### config.mk
export PLATFORM = sky130hd
export DESIGN_NAME = cavp_mul
export DESIGN_NICKNAME = d
export VERILOG_FILES = /design/src/cascaded_angle_velocity_pid_unit_defines.svh /design/src/cavp_pkg.sv /design/src/cavp_mul.sv
export SDC_FILE = /design/constraint.sdc
export NUM_CORES = 2
export LEC_CHECK = 0
export ABC_AREA = 0
export BUFFER_PORTS_ARGS = -buffer_cell sky130_fd_sc_hd__buf_2
export CORE_MARGIN = 2
export CORE_UTILIZATION = 30
export DETAILED_ROUTE_END_ITERATION = 16
export GPL_ROUTABILITY_DRIVEN = 0
export PLACE_DENSITY = 0.45
export SLEW_MARGIN = 15
export SYNTH_ARGS = -nofsm -noshare
export SYNTH_HDL_FRONTEND = slang
export SYNTH_SLANG_ARGS = --single-unit
### constraint.sdc
create_clock -name clock -period 13.4 [get_ports clock]
set_clock_uncertainty 0.1 [all_clocks]
set_input_delay 4.02 -clock clock [delete_from_list [all_inputs] [get_ports clock]]
set_output_delay 4.02 -clock clock [all_outputs]
set_load 0.1 [all_outputs]
### src/cascaded_angle_velocity_pid_unit_defines.svh
// ----------------------------------------------------------------------------
// Assertion macros for the cascaded angle/velocity PID unit.
// ----------------------------------------------------------------------------
`ifndef CASCADED_ANGLE_VELOCITY_PID_UNIT_DEFINES_SVH
`define CASCADED_ANGLE_VELOCITY_PID_UNIT_DEFINES_SVH

// Same-cycle implication, disabled during reset.
`define CAVP_ASSERT_IMP(label, clk, rst, ante, cons, msg) \
   label: assert property (@(posedge clk) disable iff (rst) (ante) |-> (cons)) \
      else $error(msg);

// Next-cycle implication, disabled during reset.
`define CAVP_ASSERT_NXT(label, clk, rst, ante, cons, msg) \
   label: assert property (@(posedge clk) disable iff (rst) (ante) |=> (cons)) \
      else $error(msg);

`endif

### src/cavp_pkg.sv
// ----------------------------------------------------------------------------
// cavp_pkg
// Widths, constants and shared types of the cascaded angle/velocity PID unit.
// ----------------------------------------------------------------------------
`default_nettype none

package cavp_pkg;

   // Field and datapath widths.
   localparam int RAW_W   = 13;
   localparam int VEL_W   = 16;
   localparam int TGT_W   = 24;
   localparam int DRV_W   = 16;
   localparam int DEG_W   = 9;
   localparam int MULTI_W = 32;
   localparam int CAND_W  = 26;
   localparam int DIFF_W  = 34;
   localparam int OFF_W   = 22;
   localparam int PNOW_W  = 53;
   localparam int SPD_W   = 24;
   localparam int VERR_W  = 25;
   localparam int INT_W   = 25;
   localparam int MA_W    = 35;
   localparam int MB_W    = 31;
   localparam int PROD_W  = MA_W + MB_W;
   localparam int DVD_W   = 49;
   localparam int DVS_W   = 16;
   localparam int STEP_W  = 6;

   // Algorithm constants, angles in 1/256 degree.
   localparam int NEAR_BAND      = 100 * 256;
   localparam int HALF_TURN      = 180 * 256;
   localparam int ALIAS_STEPS    = 50;

   // Division by five as a reciprocal product, exact for dividends below 2^30.
   localparam int RECIP5         = 858993460;
   localparam int RECIP5_SHIFT   = 32;

   // Configuration register indexes.
   typedef enum logic [2:0] {
      REG_ANGLE_KP        = 3'd0,
      REG_ANGLE_OUTLIMIT  = 3'd1,
      REG_ANGLE_SLOW_ZONE = 3'd2,
      REG_VEL_KP          = 3'd3,
      REG_VEL_KI          = 3'd4,
      REG_VEL_KD          = 3'd5,
      REG_VEL_I_WINDOW    = 3'd6,
      REG_VEL_LIMITS      = 3'd7
   } csr_index_type;

   // Sequencer states, one-hot.
   typedef enum logic [17:0] {
      ST_IDLE   = 18'h00001,
      ST_ALIAS  = 18'h00002,
      ST_TRACK  = 18'h00004,
      ST_ERR    = 18'h00008,
      ST_PMUL   = 18'h00010,
      ST_PNOW   = 18'h00020,
      ST_SCALE  = 18'h00040,
      ST_SMUL   = 18'h00080,
      ST_SDIV   = 18'h00100,
      ST_CLAMP  = 18'h00200,
      ST_VERR   = 18'h00400,
      ST_VMUL_P = 18'h00800,
      ST_VMUL_I = 18'h01000,
      ST_VMUL_D = 18'h02000,
      ST_VCAP   = 18'h04000,
      ST_INTEG  = 18'h08000,
      ST_DRIVE  = 18'h10000,
      ST_FIN    = 18'h20000
   } state_type;

   // Divider status back to the sequencer.
   typedef struct packed {
      logic busy;
      logic done;
   } div_status_type;

endpackage

`default_nettype wire

### src/cavp_mul.sv
// ----------------------------------------------------------------------------
// cavp_mul
// Shared signed multiplier with a registered product.
// ----------------------------------------------------------------------------
`default_nettype none

module cavp_mul (
   input  logic                                clock,
   input  logic signed [cavp_pkg::MA_W-1:0]   mul_a,
   input  logic signed [cavp_pkg::MB_W-1:0]   mul_b,
   output logic signed [cavp_pkg::PROD_W-1:0] prod
);
   import cavp_pkg::*;

   logic signed [PROD_W-1:0] prod_ff;
   logic signed [PROD_W-1:0] prod_in;

   // One product per cycle, available the cycle after the operands.
   assign prod_in = PROD_W'(mul_a) * PROD_W'(mul_b);

   always_ff @(posedge clock) begin
      prod_ff <= prod_in;
   end

   assign prod = prod_ff;

endmodule

`default_nettype wire

---- After elaboration in Yosys (flattened, before gate mapping) ----
Index checks and enable logic that the tools add are counted.
cells by class
  multiply operators ...................... 1
operators with widths
  cell                                            count
  35-bit by 31-bit multiplier with 66-bit output  1
word-level totals
  bits in registers ....................... 66
  word-level logic and storage cells ...... 2
  input port bits ......................... 67
  output and inout bits ................... 66

---- Depth between registers and ports, before layout ----
  depth in word-level cells ............... 1
  gate-level depth with buffers ........... 31
  depth with buffers taken out ............ 29

---- Worst setup path before layout ----
OpenSTA, ideal clock, no wires.
  path kind ............................... in2reg
  from .................................... input port mul_a[34] (netlist bit)
  to ...................................... register prod_ff[63], in the netlist prod[63]
  slack ................................... 1.729 ns
  data arrival time ....................... 11.492 ns
  stages on the path ...................... 29
  library setup time ...................... 0.079 ns
  path buffers ............................ 2
  data required time ...................... 13.221 ns
  cell sequence ........................... clkbuf_1 nand2_1 inv_1 fa_1 inv_1 fa_1 fa_1 inv_1 fa_1 inv_1 fa_1 inv_1 fa_1 inv_1 fa_1 fa_1 inv_1 ha_1 clkbuf_1 a21o_1 a21o_1 a21oi_1 o21ai_1 nand3_1 nand3b_1 and2_1 a311o_1 a2111o_1 o211ai_1
on the way
  word-level cells in the longest chain between the ends .. 1
ends and longest elaborated chain
  item                                            line            text
  start: declaration                              cavp_mul.sv:9   input logic signed [cavp_pkg::MA_W-1:0] mul_a,
  35-bit by 31-bit multiplier with 66-bit output  cavp_mul.sv:19  assign prod_in = PROD_W'(mul_a) * PROD_W'(mul_b);
  named net prod_in[63]                           cavp_mul.sv:16  logic signed [PROD_W-1:0] prod_in;
  end signal: assignment                          cavp_mul.sv:22  prod_ff <= prod_in;
  end: declaration                                cavp_mul.sv:15  logic signed [PROD_W-1:0] prod_ff;
The timed path passes the listed nets, and every way through them passes these cells.

---- Worst setup path in the final report ----
  from .................................... input port mul_b[8] (netlist bit)
  to ...................................... register prod_ff[63], in the netlist prod[63]
on the way
  word-level cells in the longest chain between the ends .. 1
ends and longest elaborated chain
  item                                            line            text
  start: declaration                              cavp_mul.sv:10  input logic signed [cavp_pkg::MB_W-1:0] mul_b,
  35-bit by 31-bit multiplier with 66-bit output  cavp_mul.sv:19
  named net prod_in[63]                           cavp_mul.sv:16
The timed path passes the listed nets, and every way through them passes these cells.

==> impl_metrics.env <==
export IMPL_worst_slew_pin_slew_ps=1320
export IMPL_hold_viol_final=0
export IMPL_cpMaxStageDelayCell="a211oi_1"
export IMPL_drtPass1Iterations=6
export IMPL_criticalPathCategory="input port to flip-flop"
export IMPL_setup_viol=0
export IMPL_core_mm2=0.132
export IMPL_grt_start_max_net_pins=36
export IMPL_viasPerCell=4.52
export IMPL_drt_iter0_drc=1106
export IMPL_cts_hold_buf=0
export IMPL_async_reset_ff_share_pct=0
export IMPL_layout_min_cycle_time_ps=12520
export IMPL_max_slew_margin_pct=11.2
export IMPL_synth_edf_count=0
export IMPL_cts_setup_buffers=0
export IMPL_initial_core_util_pct=30.2
export IMPL_clock_sinks=66
export IMPL_ant_nets=0
export IMPL_arrival_ps=12780
export IMPL_synth_fp_nets=5678
export IMPL_cts_htree_levels=3
export IMPL_critPathBufInv=8
export IMPL_io_buffers=132
export IMPL_via_count=27300
export IMPL_slew_viol_final=0
export IMPL_synth_area_per_cell_um2=9.28
export IMPL_drive_gt1_share_pct=5.29
export IMPL_required_ps=13660
export IMPL_grt_pass1_wl_um=193000
export IMPL_cts_resized_gates=0
export IMPL_rsz0062_at_grt="false"
export IMPL_critPathMaxStageDelay_ps=1060
export IMPL_maxCapViolations=0
export IMPL_overflow=0
export IMPL_synth_seq_cells=66
export IMPL_grt_pass1_vias=31700
export IMPL_hpwlAfterDp_um=101000
export IMPL_final_period_utilization_pct=93.4
export IMPL_root_buffer="clkbuf_16"
export IMPL_synthCells=4287
export IMPL_setup_tns_final_ps=0
export IMPL_die_h_um=368
export IMPL_grt_antenna_before_repair=4
export IMPL_clk_pin_slew_ps=60
export IMPL_syn_area_mm2=0.0398
export IMPL_die_x_um=368
export IMPL_die_area_mm2=0.136
export IMPL_yosysWarningCount=0
export IMPL_num_rows=133
export IMPL_drc=0
export IMPL_path_max_fanout=20
export IMPL_status="complete, no violations"
export IMPL_routed_wl_um=121000
export IMPL_clk_path_buf_depth=2
export IMPL_synthFlopType="dfxtp_1"
export IMPL_critical_path_endpoint_type="flip-flop"
export IMPL_hold_path_class="input port to flip-flop"
export IMPL_wl_per_cell_um=20.2
export IMPL_track_usage_pct=19.1
export IMPL_fmax_ghz=0.0799
export IMPL_cp_top_family="adder cells"
export IMPL_cp_start_kind="input port"
export IMPL_cts_made_buffers=9
export IMPL_cts_tree="yes"
export IMPL_synthToLayoutAreaGrowth_pct=6.85
export IMPL_largest_reg_flops=66
export IMPL_synth_seq_area_share_pct=3.32
export IMPL_nets=5656
export IMPL_yosysUniqueCellTypes=65
export IMPL_cp_common_cell="fa_1"
export IMPL_num_io_pins=133
-- cells by family (layout without fill, tap and decap cells) --
logic type / Yosys count / in the layout / share of synthesized area (%)
muxes: 1 / 1 / 0.0252
xor gates and xnor gates: 70 / 70 / 1.54
AOI/OAI and AO/OA: 192 / 192 / 3.41
and+or+nand+nor: 1239 / 1239 / 15.5
DFF: 66 / 66 / 3.32
other: 0 / 1 / 0
adders and majority gates: 1324 / 1324 / 63.0
buffers and inverters: 1395 / 1378 / 13.2
-- path summary, 6_finish.rpt --
kind,cells after the start,slack [ps],startpoint,to
max,27,880,mul_b[8],prod[63]
min,2,4160,mul_b[0],prod[0]
-- layout by cell type, fill, tap and decap left out, drive strengths merged, types with 44 or more instances in the layout --
cell type	count
and2	530
dfxtp	66
fa	1134
nand2	559
nor2	62
buf	187
xnor2	44
ha	190
inv	1176
a21oi	61
-- layout make-up --
class | instances | area [µm²]
fill | 14000 | 89100
multi-input combinational | 2826 | 33200
inverter | 1175 | 4410
tap | 1755 | 2200
sequential | 66 | 1320
timing repair buffer | 187 | 1070
clock buffer | 9 | 225
clock inverter | 7 | 68.8
antenna | 1 | 2.50
-- metal layers --
layer  up-vias  global-route usage, %  routed length [µm]
li1      12000                      -                   -
met1     14700                   22.4               47700
met2       450                   35.8               65800
met3       139                   1.93                3380
met4         4                   6.84                4600
met5         -                      0                  24
-- per-stage QoR --
stage	cell area, µm²	hold WS [ps]	utilization [%]	setup slack [ps]	instances
detailed placement	42200	4470	32.1	570	6009
global placement	42200	4470	32.1	592	6009
CTS	42500	4120	32.3	1020	6025
floorplan	39800	4050	-	1730	4287
global route	42500	4180	32.3	704	6025
finish	42500	4160	32.3	880	6026
-- Yosys cell counts (3+ instances only) --
cell type | number | area, µm²
and3_1 | 13 | 81.3
a21oi_1 | 60 | 300
dfxtp_1 | 66 | 1320
nor2b_1 | 6 | 37.5
o2111ai_1 | 4 | 35.0
o21ai_1 | 3 | 15.0
a31oi_1 | 7 | 43.8
or2_2 | 4 | 25.0
o21a_1 | 5 | 37.5
inv_1 | 1174 | 4410
xor2_1 | 26 | 228
o21ai_0 | 23 | 115
a21o_1 | 37 | 278
o21ai_2 | 3 | 26.3
fa_1 | 1134 | 22700
or3_1 | 5 | 31.3
nor3b_1 | 3 | 22.5
xnor2_1 | 44 | 385
nor3_1 | 11 | 55.1
clkbuf_1 | 212 | 796
and2_1 | 530 | 3320
nor2_1 | 62 | 233
nand4_1 | 6 | 37.5
a2111oi_0 | 3 | 26.3
o211ai_1 | 3 | 22.5
buf_2 | 4 | 20.0
nand2_1 | 558 | 2090
nand2b_1 | 15 | 93.8
ha_1 | 190 | 2380
o21bai_1 | 7 | 52.6
nand3_1 | 22 | 110
a211oi_1 | 10 | 75.1
Power is left out: the tool's default activity adds up to more than one toggle a clock period on the data nets, which glitch-free logic cannot reach.
