### config.mk
export PLATFORM = sky130hd
export DESIGN_NAME = cavp_div
export DESIGN_NICKNAME = d
export VERILOG_FILES = /design/src/cascaded_angle_velocity_pid_unit_defines.svh /design/src/cavp_pkg.sv /design/src/cavp_div.sv
export SDC_FILE = /design/constraint.sdc
export NUM_CORES = 1
export LEC_CHECK = 0
export ABC_CLOCK_PERIOD_IN_PS = 3500
export BUFFER_PORTS_ARGS = -buffer_cell sky130_fd_sc_hd__buf_2
export CORE_ASPECT_RATIO = 1.1
export CORE_MARGIN = 2
export CORE_UTILIZATION = 35
export CTS_BUF_LIST = sky130_fd_sc_hd__clkbuf_16
export DETAILED_ROUTE_END_ITERATION = 7
export SLEW_MARGIN = 20
export SYNTH_ARGS = -nofsm -noshare
export SYNTH_HDL_FRONTEND = slang
export SYNTH_SLANG_ARGS = --single-unit
### constraint.sdc
create_clock -name clock -period 3.5 [get_ports clock]
set_clock_uncertainty 0.2 [all_clocks]
set_input_delay 0.35 -clock clock [delete_from_list [all_inputs] [get_ports clock]]
set_output_delay 0.35 -clock clock [all_outputs]
set_load 0.02 [all_outputs]
### src/cascaded_angle_velocity_pid_unit_defines.svh
// ----------------------------------------------------------------------------
// Assertion macros for the cascaded angle/velocity PID unit.
// ----------------------------------------------------------------------------
`ifndef CASCADED_ANGLE_VELOCITY_PID_UNIT_DEFINES_SVH
`define CASCADED_ANGLE_VELOCITY_PID_UNIT_DEFINES_SVH

// Same-cycle implication, disabled during reset.
`define CAVP_ASSERT_IMP(label, clk, rst, ante, cons, msg) \
   label: assert property (@(posedge clk) disable iff (rst) (ante) |-> (cons)) \
      else $error(msg);

// Next-cycle implication, disabled during reset.
`define CAVP_ASSERT_NXT(label, clk, rst, ante, cons, msg) \
   label: assert property (@(posedge clk) disable iff (rst) (ante) |=> (cons)) \
      else $error(msg);

`endif

### src/cavp_pkg.sv
// ----------------------------------------------------------------------------
// cavp_pkg
// Widths, constants and shared types of the cascaded angle/velocity PID unit.
// ----------------------------------------------------------------------------
`default_nettype none

package cavp_pkg;

   // Field and datapath widths.
   localparam int RAW_W   = 13;
   localparam int VEL_W   = 16;
   localparam int TGT_W   = 24;
   localparam int DRV_W   = 16;
   localparam int DEG_W   = 9;
   localparam int MULTI_W = 32;
   localparam int CAND_W  = 26;
   localparam int DIFF_W  = 34;
   localparam int OFF_W   = 22;
   localparam int PNOW_W  = 53;
   localparam int SPD_W   = 24;
   localparam int VERR_W  = 25;
   localparam int INT_W   = 25;
   localparam int MA_W    = 35;
   localparam int MB_W    = 31;
   localparam int PROD_W  = MA_W + MB_W;
   localparam int DVD_W   = 49;
   localparam int DVS_W   = 16;
   localparam int STEP_W  = 6;

   // Algorithm constants, angles in 1/256 degree.
   localparam int NEAR_BAND      = 100 * 256;
   localparam int HALF_TURN      = 180 * 256;
   localparam int ALIAS_STEPS    = 50;

   // Division by five as a reciprocal product, exact for dividends below 2^30.
   localparam int RECIP5         = 858993460;
   localparam int RECIP5_SHIFT   = 32;

   // Configuration register indexes.
   typedef enum logic [2:0] {
      REG_ANGLE_KP        = 3'd0,
      REG_ANGLE_OUTLIMIT  = 3'd1,
      REG_ANGLE_SLOW_ZONE = 3'd2,
      REG_VEL_KP          = 3'd3,
      REG_VEL_KI          = 3'd4,
      REG_VEL_KD          = 3'd5,
      REG_VEL_I_WINDOW    = 3'd6,
      REG_VEL_LIMITS      = 3'd7
   } csr_index_type;

   // Sequencer states, one-hot.
   typedef enum logic [17:0] {
      ST_IDLE   = 18'h00001,
      ST_ALIAS  = 18'h00002,
      ST_TRACK  = 18'h00004,
      ST_ERR    = 18'h00008,
      ST_PMUL   = 18'h00010,
      ST_PNOW   = 18'h00020,
      ST_SCALE  = 18'h00040,
      ST_SMUL   = 18'h00080,
      ST_SDIV   = 18'h00100,
      ST_CLAMP  = 18'h00200,
      ST_VERR   = 18'h00400,
      ST_VMUL_P = 18'h00800,
      ST_VMUL_I = 18'h01000,
      ST_VMUL_D = 18'h02000,
      ST_VCAP   = 18'h04000,
      ST_INTEG  = 18'h08000,
      ST_DRIVE  = 18'h10000,
      ST_FIN    = 18'h20000
   } state_type;

   // Divider status back to the sequencer.
   typedef struct packed {
      logic busy;
      logic done;
   } div_status_type;

endpackage

`default_nettype wire

### src/cavp_div.sv
// ----------------------------------------------------------------------------
// cavp_div
// Restoring unsigned divider, one quotient bit per cycle.
// ----------------------------------------------------------------------------
`default_nettype none

module cavp_div (
   input  logic                              clock,
   input  logic                              reset,
   input  logic                              start,
   input  logic [cavp_pkg::DVD_W-1:0]       dividend,
   input  logic [cavp_pkg::DVS_W-1:0]       divisor,
   output logic [cavp_pkg::DVD_W-1:0]       quotient,
   output cavp_pkg::div_status_type          status
);
   import cavp_pkg::*;

   localparam int CNT_W = $clog2(DVD_W + 1);

   logic [DVD_W-1:0] quo_ff, quo_in;
   logic [DVS_W-1:0] rem_ff, rem_in;
   logic [DVS_W-1:0] dvs_ff, dvs_in;
   logic [CNT_W-1:0] cnt_ff, cnt_in;
   logic             busy_ff, busy_in;
   logic             done_ff, done_in;
   logic [DVS_W:0]   trial;

   // Trial subtraction of the divisor from the shifted remainder.
   assign trial = {rem_ff, quo_ff[DVD_W-1]};

   always_comb begin
      quo_in  = quo_ff;
      rem_in  = rem_ff;
      dvs_in  = dvs_ff;
      cnt_in  = cnt_ff;
      busy_in = busy_ff;
      done_in = 1'b0;
      if (start) begin
         quo_in  = dividend;
         rem_in  = '0;
         dvs_in  = divisor;
         cnt_in  = CNT_W'(DVD_W);
         busy_in = 1'b1;
      end else if (busy_ff) begin
         if (trial >= {1'b0, dvs_ff}) begin
            rem_in = DVS_W'(trial - {1'b0, dvs_ff});
            quo_in = {quo_ff[DVD_W-2:0], 1'b1};
         end else begin
            rem_in = trial[DVS_W-1:0];
            quo_in = {quo_ff[DVD_W-2:0], 1'b0};
         end
         cnt_in = cnt_ff - CNT_W'(1);
         if (cnt_ff == CNT_W'(1)) begin
            busy_in = 1'b0;
            done_in = 1'b1;
         end
      end
   end

   always_ff @(posedge clock) begin
      if (reset) begin
         busy_ff <= 1'b0;
         done_ff <= 1'b0;
         cnt_ff  <= '0;
      end else begin
         busy_ff <= busy_in;
         done_ff <= done_in;
         cnt_ff  <= cnt_in;
      end
      quo_ff <= quo_in;
      rem_ff <= rem_in;
      dvs_ff <= dvs_in;
   end

   assign quotient    = quo_ff;
   assign status.busy = busy_ff;
   assign status.done = done_ff;

endmodule

`default_nettype wire

-- After elaboration in Yosys (flattened, before gate mapping)
Cells that the tools add are included.
- memory bits (writable): 0
- input bits: 68
- flip-flop bits (word level): 89
- logic and storage cells: 25
- memory bits (read-only): 0
- memories kept: 0
- latch bits: 0
- equal/unequal tests: 1
- $add $sub $neg: 2
- multipliers: 0
- shifts and indexed selects: 0
- div/mod/pow operators: 0
- order comparisons: 1
- bitwise logic cells: 1
- multiplexer cells: 10
- reductions and logical operators: 3
- operators by type and width (cell ; count):
    $mux 49 ; 2
    $ge 17x16->1 ; 1
    $mux 16 ; 1
    $sub 16x16->16 ; 1
    $mux 6 ; 2
    $eq 6x1->1 const B ; 1
    $sub 6x1->6 const B ; 1
    $mux 1 ; 5
    $reduce_or 3->1 ; 1
    $reduce_bool 2->1 ; 1
    $reduce_or 2->1 ; 1
    $not 1->1 ; 1

-- Logic depth before layout (Yosys ltp)
- word-level depth: 4
- depth in mapped cells: 10

-- Least setup slack after synthesis
No wires, ideal clock.
- kind: flip-flop to flip-flop
- from: register quo_ff[48], in the netlist quotient[48]
- to: register quo_ff[0], in the netlist quotient[0] (data pin)
- path buffers: 1
- required time: 3040 ps
- arrival: 2203 ps
- setup slack: 837 ps
- cell stages (with the launch flop): 10
- path through: edfxtp_1 -> inv_1 -> ha_1 -> nor2b_4 -> o31ai_2 -> a211oi_4 -> o31ai_4 -> buf_6 -> nand2_1 -> mux2_2
- cells in the longest elaborated chain, start to end: 4
- ends and longest elaborated chain (item ; RTL line ; RTL):
    from (decl) ; cavp_div.sv:20 ; logic [DVD_W-1:0] quo_ff, quo_in;
    from (signal assigned) ; cavp_div.sv:70 ; quo_ff <= quo_in;
    $ge 17x16->1 ; cavp_div.sv:45 ; if (trial >= {1'b0, dvs_ff}) begin
    $mux 1 ; cavp_div.sv:45 ;
    $mux 49 ; cavp_div.sv:44 ; end else if (busy_ff) begin
    $mux 49 ; cavp_div.sv:38 ; if (start) begin
    via quo_in[0] ; cavp_div.sv:20 ;
The timed path passes the listed nets, and every way through them passes these cells. The select of a mux whose other input is x is not followed.
A chain may end at the register's enable or synchronous reset.

-- Worst setup path in the final report
- from: register dvs_ff[1]
- to: register rem_ff[5]
- cells in the longest elaborated chain, start to end: 2
- elaborated cells on any way between the ends: 3
- classes of those cells: add/sub: 1; order compare: 1; mux: 1
- ends and longest elaborated chain (item ; RTL line ; RTL):
    from (decl) ; cavp_div.sv:22 ; logic [DVS_W-1:0] dvs_ff, dvs_in;
    from (signal assigned) ; cavp_div.sv:72 ; dvs_ff <= dvs_in;
    $sub 16x16->16 / $ge 17x16->1 (equally long branches) ; cavp_div.sv:46, cavp_div.sv:45 ;
    $mux 16 (*) ; cavp_div.sv:45 ;
    to (signal assigned) ; cavp_div.sv:71 ; rem_ff <= rem_in;
    to (decl) ; cavp_div.sv:21 ; logic [DVS_W-1:0] rem_ff, rem_in;
Every way passes the cells marked *; elsewhere a longest branch is shown, timed or not.

==> results.md <==
- Post-DRT Antenna Nets: 0
- Post-synth EDFFs: 65
- DRC viols: 0
- Synthesized area per cell: 12.1 µm²
- Synth-to-Final Area Change: 23.0%
- Crit path arrival time: 3.04 ns
- Cells after DPL: just under 700
- Outcome: completed
- Estimated wirelength of the detail-placed design: 8.54 mm
- Clock latency on the worst-skew pair: roughly 0.35 ns
- Post-place setup slack: 0.526 ns
- CTS H-tree lvls: 3
- RSZ-0062 raised after global routing: false
- Total track usage: 0.164
- CP max stage delay: 0.52 ns
- GP Congestion: a little under 0.9
- Hold Path Stages: 2
- FF-to-FF setup slack: between 0.5 and 0.6 ns
- First-pass GRT wire length: 19.1 mm
- Worst hold endpoint: cnt_ff[0]
- N_diodes: 0
- CTS tree: done
- Number of buffers on the longest clock path: 2
- Final worst slack: 0.509 ns
- Netlist cell types: just under 70
- Worst vdd ir: between 200 and 300 µV
- Share of cells above drive strength 1: 0.396
- Worst R2R Start: dvs_ff[1]
- Worst slack on hold paths: between 0.07 and 0.08 ns
- Final period utilization: 0.855
- Num ports: 119
- Required @ worst endpoint: ~3.6 ns
- CTS root buffer: clkbuf_16
- Hold Vio Cnt, Final: 0
- Setup crit start kind: flop
- Cells on worst reg2reg path: 8
- Actual slew at the worst max-slew pin: roughly 0.77 ns
- Synth warn: 0
- Grt total ovfl: 0
- HP Class: input port to flop
- PD cells: 471 nW/µm²
- Register area share after synthesis: 0.494
- Ys async rst share: 0
- Number of core rows: 45
- Top cell type's share of synthesized area: 0.396
- Die height: 128 µm
- Lkg Pwr: ~0.0025 µW
- Syn Inst Count: 407
- Nets: 620
- PortBufs: roughly 120
- CP endpoint kind: flop
- Setup violators final: 0
- Synth Net Count: between 400 and 500
- Clk sinks: 89
- Fmax: 334 MHz
- Crit Reg-Reg Endpoint: rem_ff[5]
- Routed wire length: 11.9 mm
- Origin of the worst min-delay path: reset
- Placeable core region: ~14000 µm²
- Routed vias: between 3000 and 4000
- Max stage delay cell, worst path: o31ai_2
- Post-synthesis cell area: ~4900 µm²
- Cell Count, Final, Fillers Out: 726
- Count of final max-slew check failures: 0
- Tmin final: 2.99 ns
- Worst-path clk slew: roughly 0.070 ns
- Initial antenna violation count: 0
- Die Wd: around 120 µm
- Initial DRC count: 146
- Vias per cell: a little over 5
- TritonCTS buffer count: 9
- Vias in the first global route: roughly 3800
- WL per Instance: ~16 µm
- Crit path max fanout: 11
- MaxCap Viol Count: 0
- Initial core utilization: 0.357
- Die area: 15000 µm²
- Setup TNS: 0 ns
- Pre-Repair DR Iteration Count: 4
- Slew margin rel.: 0.483
- Synth Register Bits: 89
- Synth Flop Type: edfxtp_1
- Final Util: 0.439
- Synth area leaders: edfxtp_1 40%, mux2_2 11%, dfxtp_1 9.7%
- Setup CP Type: flop to flop
- Post-synth top area cell: edfxtp_1
- Ordered list of cells on the worst path: inv_1, ha_1, nor2b_4, o31ai_2, a211oi_4, o31a_1, o221a_1, a2111oi_2
- Maximum number of pins on one net before global-route repair: 53
[timing repair]
| action | in CTS | in global routing |
|---|---|---|
| endpoints found under the hold margin | 16 | 0 |
| buffers inserted | 0 | 0 |
| hold buffers | 16 | 0 |
| gates resized for setup | 0 | 0 |
[Yosys cell counts, types with 4 or more instances]
cell type and number:
and3_1 4, nor3b_1 4, nor3_1 8, xor2_1 4
o21ai_0 5, buf_4 4, a2111oi_0 4, o211ai_1 6
ha_1 18, inv_1 24, a211oi_1 5, xnor2_1 6
dfxtp_1 24, a21oi_1 11, nor2_1 25, clkbuf_1 9
nand4_1 7, nand3_1 9, and2_1 4, nor2b_1 4
a21o_2 4, a311oi_1 7, edfxtp_1 65, a21o_1 5
clkbuf_8 5, buf_6 6, mux2_2 49, o21ai_1 4
nand2_1 16
[worst max-delay path by stage]
stage / start / endpoint / depth (start not counted)
final: dvs_ff[1] / rem_ff[5] / 8
after CTS: dvs_ff[1] / rem_ff[5] / 8
after floorplan: quotient[48] / quotient[0] / 9
after detailed placement: dvs_ff[1] / rem_ff[5] / 8
after global placement: dvs_ff[1] / rem_ff[5] / 8
after global routing: dvs_ff[1] / rem_ff[5] / 8
[final cells by class]
type	instances	area, µm²
Clock buffer	9	225
Clock inverter	7	63.8
Fill cell	1312	7730
Inverter	24	90.1
Multi-Input combinational cell	268	2200
Sequential cell	89	2430
Tap cell	188	235
Timing Repair Buffer	141	818
[flip-flops by register name (all words and copies together), names as in the netlist]
signal / cells
busy_ff: 1
done_ff: 1
dvs_ff: 16
rem_ff: 16
quotient: 49
cnt_ff: 6
[routing by layer]
metal / share of wire / track usage / vias to the layer above
met5: 0 / 0 / -
met4: 0.019 / 0.0664 / 0
met3: 0.078 / 0.0518 / 15
met2: 0.47 / 0.259 / 141
met1: 0.43 / 0.209 / 1801
li1: - / - / 1806
[layout by cell type (no fill, tap or decap), types with 4 or more instances in the layout]
cell type and count:
a2111oi_0 4, a211oi_1 5, a21o_1 5, a21o_2 4, a21oi_1 11, a311oi_1 7, and2_1 4, and3_1 4
buf_2 117, buf_4 7, clkbuf_16 9, dfxtp_1 24, dlygate4sd3_1 16, edfxtp_1 65, ha_1 18, inv_1 26
mux2_2 49, nand2_1 16, nand3_1 9, nand4_1 7, nor2_1 25, nor2b_1 4, nor3_1 8, nor3b_1 4
o211ai_1 6, o21ai_0 5, o21ai_1 4, xnor2_1 6, xor2_1 4
[stage by stage]
stage | cell area (µm²) | total power, µW
after floorplan | 4930 | 1740
after global placement | 5610 | 1900
after detailed placement | 5610 | 1910
after CTS | 6060 | 2880
after global routing | 6060 | 2990
final | 6060 | 2860
[power breakdown]
| part | internal [µW] | leakage (µW) | switching (µW) |
|---|---|---|---|
| Combinational | 255 | 0.00149 | 349 |
| Clock | 548 | 0.000154 | 406 |
| Sequential | 1250 | 0.000846 | 51.8 |
[worst max-delay path, delay by kind of cell, from the launching register on]
| kind | cells | cell delay, ns |
|---|---|---|
| flip-flops | 1 | 0.42 |
| adder cells (fa/ha/maj) | 1 | 0.24 |
| AND/OR/NAND/NOR | 1 | 0.14 |
| AO/OA/AOI/OAI | 5 | 1.81 |
| buffers and inverters | 1 | 0.08 |
[kinds of logic after synthesis]
family                   synth area share
AO/OA/AOI/OAI                       0.158
flip-flops                          0.494
XOR/XNOR                           0.0178
AND/OR/NAND/NOR                     0.108
multiplexers                        0.112
adder cells (fa/ha/maj)            0.0498
buffers and inverters              0.0607
No activity file was read; power rests on OpenSTA's default activity.
